===== src/rtl/ffha_pkg.sv =====
// Shared types and codes for the first-fit heap allocator.
// No dependencies.
package ffha_pkg;

  localparam int MAX_CHUNKS_DEF   = 64;
  localparam int HEADER_BYTES_DEF = 16;

  localparam logic FN_ALLOC = 1'b0;
  localparam logic FN_FREE  = 1'b1;

  localparam logic [1:0] ST_OK      = 2'd0;
  localparam logic [1:0] ST_NOFIT   = 2'd1;
  localparam logic [1:0] ST_UNKNOWN = 2'd2;

  localparam logic [1:0] REG_BASE  = 2'd0;
  localparam logic [1:0] REG_BYTES = 2'd1;

  typedef struct packed {
    logic        used;
    logic [31:0] size;
    logic [31:0] hdr;
  } entry_t;

endpackage


===== src/rtl/ffha_table.sv =====
// Chunk table memory: one write port, one registered read port.
// Depends on ffha_pkg.
module ffha_table #(
  parameter int DEPTH = ffha_pkg::MAX_CHUNKS_DEF,
  parameter int IW    = $clog2(DEPTH)
) (
  input  logic                clk,
  input  logic [IW-1:0]       rd_addr,
  output ffha_pkg::entry_t    rd_data,
  input  logic                we,
  input  logic [IW-1:0]       wr_addr,
  input  ffha_pkg::entry_t    wr_data
);

  ffha_pkg::entry_t mem [DEPTH];

  always_ff @(posedge clk) begin
    if (we) begin
      mem[wr_addr] <= wr_data;
    end
    rd_data <= mem[rd_addr];
  end

endmodule


===== config.mk =====
export PLATFORM = sky130hd
export DESIGN_NAME = ffha_table
export DESIGN_NICKNAME = d
export VERILOG_FILES = /design/src/rtl/ffha_pkg.sv /design/src/rtl/ffha_table.sv
export SDC_FILE = /design/constraint.sdc
export NUM_CORES = 2
export LEC_CHECK = 0
export BUFFER_PORTS_ARGS = -buffer_cell sky130_fd_sc_hd__buf_2
export CAP_MARGIN = 20
export CORE_MARGIN = 2
export CORE_UTILIZATION = 40
export DETAILED_ROUTE_END_ITERATION = 10
export GPL_ROUTABILITY_DRIVEN = 0
export SLEW_MARGIN = 0
export SYNTH_ARGS = -nofsm -noshare
export SYNTH_HDL_FRONTEND = slang
export SYNTH_MEMORY_MAX_BITS = 65536
export SYNTH_SLANG_ARGS = --single-unit

===== constraint.sdc =====
create_clock -name clk -period 9.7 [get_ports clk]
set_input_delay 0.485 -clock clk [delete_from_list [all_inputs] [get_ports clk]]
set_output_delay 0.485 -clock clk [all_outputs]
set_load 0.02 [all_outputs]

After elaboration in Yosys (flattened, before gate mapping)
Memories as Yosys holds them, arrays and structs flattened. A register that Yosys moved wholly into a read port is not among the register bits.
Cells that the tools add are included.
- mux-type cells: 2
- operators by type and width (operator ; number):
    $mux 1 ; 2
- register bits after elaboration: 0
- RAM bits: 4160
- input bits: 79
- output and inout port bits: 65
- logic and storage cells: 3
- memories: 1
- memories (memory ; depth ; bits a word ; rd ports ; clocked after memory_dff ; wr ports ; line ; text):
    mem ; 64 ; 65 ; 1 ; 1 ; 1 ; ffha_table.sv:15 ; ffha_pkg::entry_t mem [DEPTH];

Depth between registers and ports, before layout
- word-level depth: 2
- mapped depth: 9
- depth with buffers taken out: 4

Worst setup path after synthesis
Ideal clock, no wire load.
- path kind: input port to flip-flop
- start: input wr_addr[3]
- end: memory mem[48][0] in the netlist's numbering, enable pin
- setup time: 0.568 ns
- data arrival time: 5.424 ns
- required time: 9.132 ns
- slack: 3.709 ns
- stages: 4
- path through: clkbuf_1 > nor2b_1 > nand4b_1 > nor3_1
- RTL lines (what ; line ; text):
    from (decl) ; ffha_table.sv:11 ; input logic [IW-1:0] wr_addr,
    to (decl) ; ffha_table.sv:15 ;
No word-level cell before the write port.

==> Flow_metrics.wiki <==
{| class="wikitable"
! Metric !! Value
|-
| Violations in the final reports || negative hold slack
|-
| Clock root buffer || sky130_fd_sc_hd__clkbuf_16
|-
| Min cycle time layout || 3.55 ns
|-
| Pwr Density || 211 nW/um^2
|-
| Portion of the post-synthesis area used by sequential elements || 79.7%
|-
| Post-DR vias/cell || 6.14
|-
| Clock network latency to the later pin of the worst-skew pair || 0.99 ns
|-
| CP startpoint kind || primary input
|-
| Post-synthesis simple-gate area fraction || 0.911%
|-
| Final HPWL DP || 248 mm
|-
| Post-synthesis adder-cell area fraction || 0%
|-
| DR WL/cell || 37.1 um
|-
| Cell with the largest stage delay on the worst path || sky130_fd_sc_hd__buf_4
|-
| YS warnings || 0
|-
| Kind of critical path || in -> reg
|-
| Summed negative setup slack over all endpoints || 0 ns
|-
| Largest fanout on the critical path || 51
|-
| Number of distinct library cells after synthesis || 27
|-
| Share of the clock period used by the worst path || 36.6%
|-
| Post-synth design cell area || 158000 sq um
|-
| Total Nets Final || 7150
|-
| Number of setup violations in the final report || 0
|-
| Drt first pass iters || 5
|-
| Iteration-0 DRC Markers || 11400
|-
| Final ANT Viol Nets || 0
|-
| Max-slew violation total from the final report || 0
|-
| Area fraction in compound gates after synthesis || 2.72%
|-
| Num ports || 144
|-
| Final-report hold violation count || 4
|-
| Total Wirelength || 472 mm
|-
| Clock tree from TritonCTS || built
|-
| Relative slew margins || 15.3%
|-
| Global-route wire length before repair || 644 mm
|-
| Die H || 633 um
|-
| Total of cells resized after clock tree synthesis || 0
|-
| Maximum clock path buffer count || 4
|-
| Run status || complete, but fails checks
|-
| CP max stage delay || 0.85 ns
|-
| Synthesized netlist net count || 6685
|-
| Seq cells post-synth || 4225
|-
| Final setup skew || 0.0550 ns
|-
| Detailed-route via count || 78000
|-
| Number of buffers inserted by port buffering || 143
|-
| Number of hold buffers added after CTS || 1
|-
| Clock net sink count || 4225
|-
| Crit path capture type || flip-flop
|-
| Multiplexer fraction of the synthesized cell area || 15.4%
|-
| Largest net degree at the start of global routing || 124
|-
| Number of instances in the synthesized netlist || 6606
|-
| Total CTS buffers || 425
|-
| Crit path top cell by count || sky130_fd_sc_hd__buf_4
|-
| Type of the most critical hold path || in -> reg
|-
| DRC violations left || 0
|-
| Mean instance size in the synthesized netlist || 24.0 sq um
|-
| Worst Hold Slack || -0.0149 ns
|-
| Parity-gate share of the synthesized area counting xor and xnor cells || 0%
|-
| Grt ovf || 0
|-
| Total global routing track utilization || 23.3%
|-
| Floorplan core area || 395000 sq um
|-
| # H-tree levels || 5
|-
| Starting Density || 40.1%
|-
| Arrival time of data at the critical path endpoint || 4.41 ns
|-
| Floorplan die width || 633 um
|-
| Area Growth Syn to Fin || 14.1%
|-
| Post-CTS clock slew at the launch and capture registers of the worst setup and hold paths || 0.07 ns
|-
| RSZ-0062 raised after global routing || false
|-
| Highest achievable clock rate || 282 MHz
|-
| Fraction of layout cells with a size suffix above 1 || 28.4%
|-
| Critical-path cell list || buf_8 -> buf_4 -> buf_4 -> buf_4 -> mux4_2 -> mux2i_1 -> a211oi_1 -> o211a_1
|-
| Worst VDD drop || 0.182 mV
|-
| Postcts setup bufs || 0
|-
| Critical path data required time || 10.56 ns
|-
| Gate family responsible for the most delay along the worst path || buffers and inverters
|-
| Leakage power total || 55.7 nW
|-
| Slew at the pin with the worst max-slew slack || 1.27 ns
|-
| Area of the die || 401000 sq um
|-
| Initial antenna violation count || 40
|-
| Fillers || 32200
|-
| Largest family of logic cells by synthesized area || multiplexers
|-
| Max-cap viol count || 0
|-
| Buf+Inv Stages, Crit Path || 4
|-
| Std-Cell Rows || 231
|-
| Vias in the first global route || 77200
|}
-- flip-flops by register name (all words and copies together) (netlist names) --
register	count
mem	4160
rd_data	65
-- cells by family (layout without fill, tap and decap cells) --
group,after synthesis,after routing
muxes,1143,1143
other,0,31
DFF,4225,4225
buffers and inverters,377,1204
AOI/OAI and AO/OA,566,566
and+or+nand+nor,295,295
-- synthesized netlist by cell type --
| cell type | number | area, sq um |
|---|---|---|
| sky130_fd_sc_hd__buf_2 | 186 | 931 |
| sky130_fd_sc_hd__dfxtp_1 | 65 | 1300 |
| sky130_fd_sc_hd__or3_1 | 3 | 18.8 |
| sky130_fd_sc_hd__nand3b_1 | 25 | 188 |
| sky130_fd_sc_hd__nand2b_1 | 9 | 56.3 |
| sky130_fd_sc_hd__or2_2 | 2 | 12.5 |
| sky130_fd_sc_hd__nand4_1 | 2 | 12.5 |
| sky130_fd_sc_hd__nor2_1 | 112 | 420 |
| sky130_fd_sc_hd__clkbuf_1 | 120 | 450 |
| sky130_fd_sc_hd__a211oi_1 | 65 | 488 |
| sky130_fd_sc_hd__mux4_2 | 1040 | 23400 |
| sky130_fd_sc_hd__a22oi_1 | 260 | 1950 |
| sky130_fd_sc_hd__o22ai_1 | 130 | 813 |
| sky130_fd_sc_hd__o221ai_1 | 46 | 403 |
| sky130_fd_sc_hd__edfxtp_1 | 4160 | 125000 |
| sky130_fd_sc_hd__and2_1 | 3 | 18.8 |
| sky130_fd_sc_hd__nand2_1 | 8 | 30.0 |
| sky130_fd_sc_hd__nor3_1 | 2 | 10.0 |
| sky130_fd_sc_hd__nand4b_1 | 1 | 8.76 |
| sky130_fd_sc_hd__o211a_1 | 65 | 651 |
| sky130_fd_sc_hd__nand3_1 | 115 | 576 |
| sky130_fd_sc_hd__or3b_2 | 4 | 35.0 |
| sky130_fd_sc_hd__buf_6 | 16 | 180 |
| sky130_fd_sc_hd__nor2b_1 | 9 | 56.3 |
| sky130_fd_sc_hd__mux2i_1 | 103 | 1030 |
| sky130_fd_sc_hd__buf_4 | 37 | 278 |
| sky130_fd_sc_hd__buf_1 | 18 | 67.6 |
-- stage by stage --
step	instance area (sq um)	setup WS [ns]	util, %	cells	total power, mW
2_1_floorplan	158000	3.71	-	6606	21.6
3_3_place_gp	166000	5.23	42.0	11800	22.5
3_5_place_dp	166000	5.23	42.0	11800	22.5
4_1_cts	180000	6.26	45.5	12600	38.3
5_1_grt	181000	6.15	45.7	12700	39.1
6_report	181000	6.15	45.7	12700	38.1
-- worst paths after layout --
kind                     from          end  slack [ns]  depth (start not counted)
setup / recovery   rd_addr[2]  rd_data[41]        6.15                          8
hold / removal     wr_data[1]   mem[63][1]       -0.01                          1
setup reg to reg   mem[14][1]   rd_data[1]        7.79                          4
hold reg to reg   mem[55][11]  rd_data[11]        0.82                          4
-- routing by layer --
metal / GRT usage (%) / vias up / share of wire [%]
li1: - / 29700 / -
met5: 0 / - / 0.016
met3: 4.21 / 796 / 9.4
met1: 31.4 / 43100 / 38
met2: 38.8 / 4372 / 49
met4: 6.79 / 12 / 3.2
-- final cells by class --
class | instances | area [sq um] | area share (%)
Clock inverter | 220 | 1980 | 1.10
Antenna cell | 31 | 77.6 | 0.0430
Multi-Input combinational cell | 2004 | 30800 | 17.0
Tap cell | 5242 | 6560 | 3.63
Sequential cell | 4225 | 126000 | 69.9
Clock buffer | 569 | 11500 | 6.37
Timing Repair Buffer | 415 | 3490 | 1.93
-- layout by cell type (no fill, tap or decap), drive strengths merged --
cell and instances:
edfxtp 4160, mux4 1040, clkbuf 569, buf 386, a22oi 260, clkinv 166
o22ai 130, nand3 115, nor2 112, mux2i 103, a211oi 65, o211a 65
dfxtp 65, o221ai 46, diode 31, dlygate4sd3 29, bufinv 26, nand3b 25
inv 15, clkinvlp 13, nor2b 9, nand2b 9, nand2 8, or3b 4
or3 3, and2 3, or2 2, nor3 2, nand4 2, nand4b 1
-- where the power goes --
part	total (mW)	switching, mW	internal (mW)
registers	20.3	0.102	20.2
logic	1.81	1.17	0.644
clock network	16.0	6.95	9.04
total	38.1	8.22	29.9
Note: power is estimated with default switching activity, not from simulation.
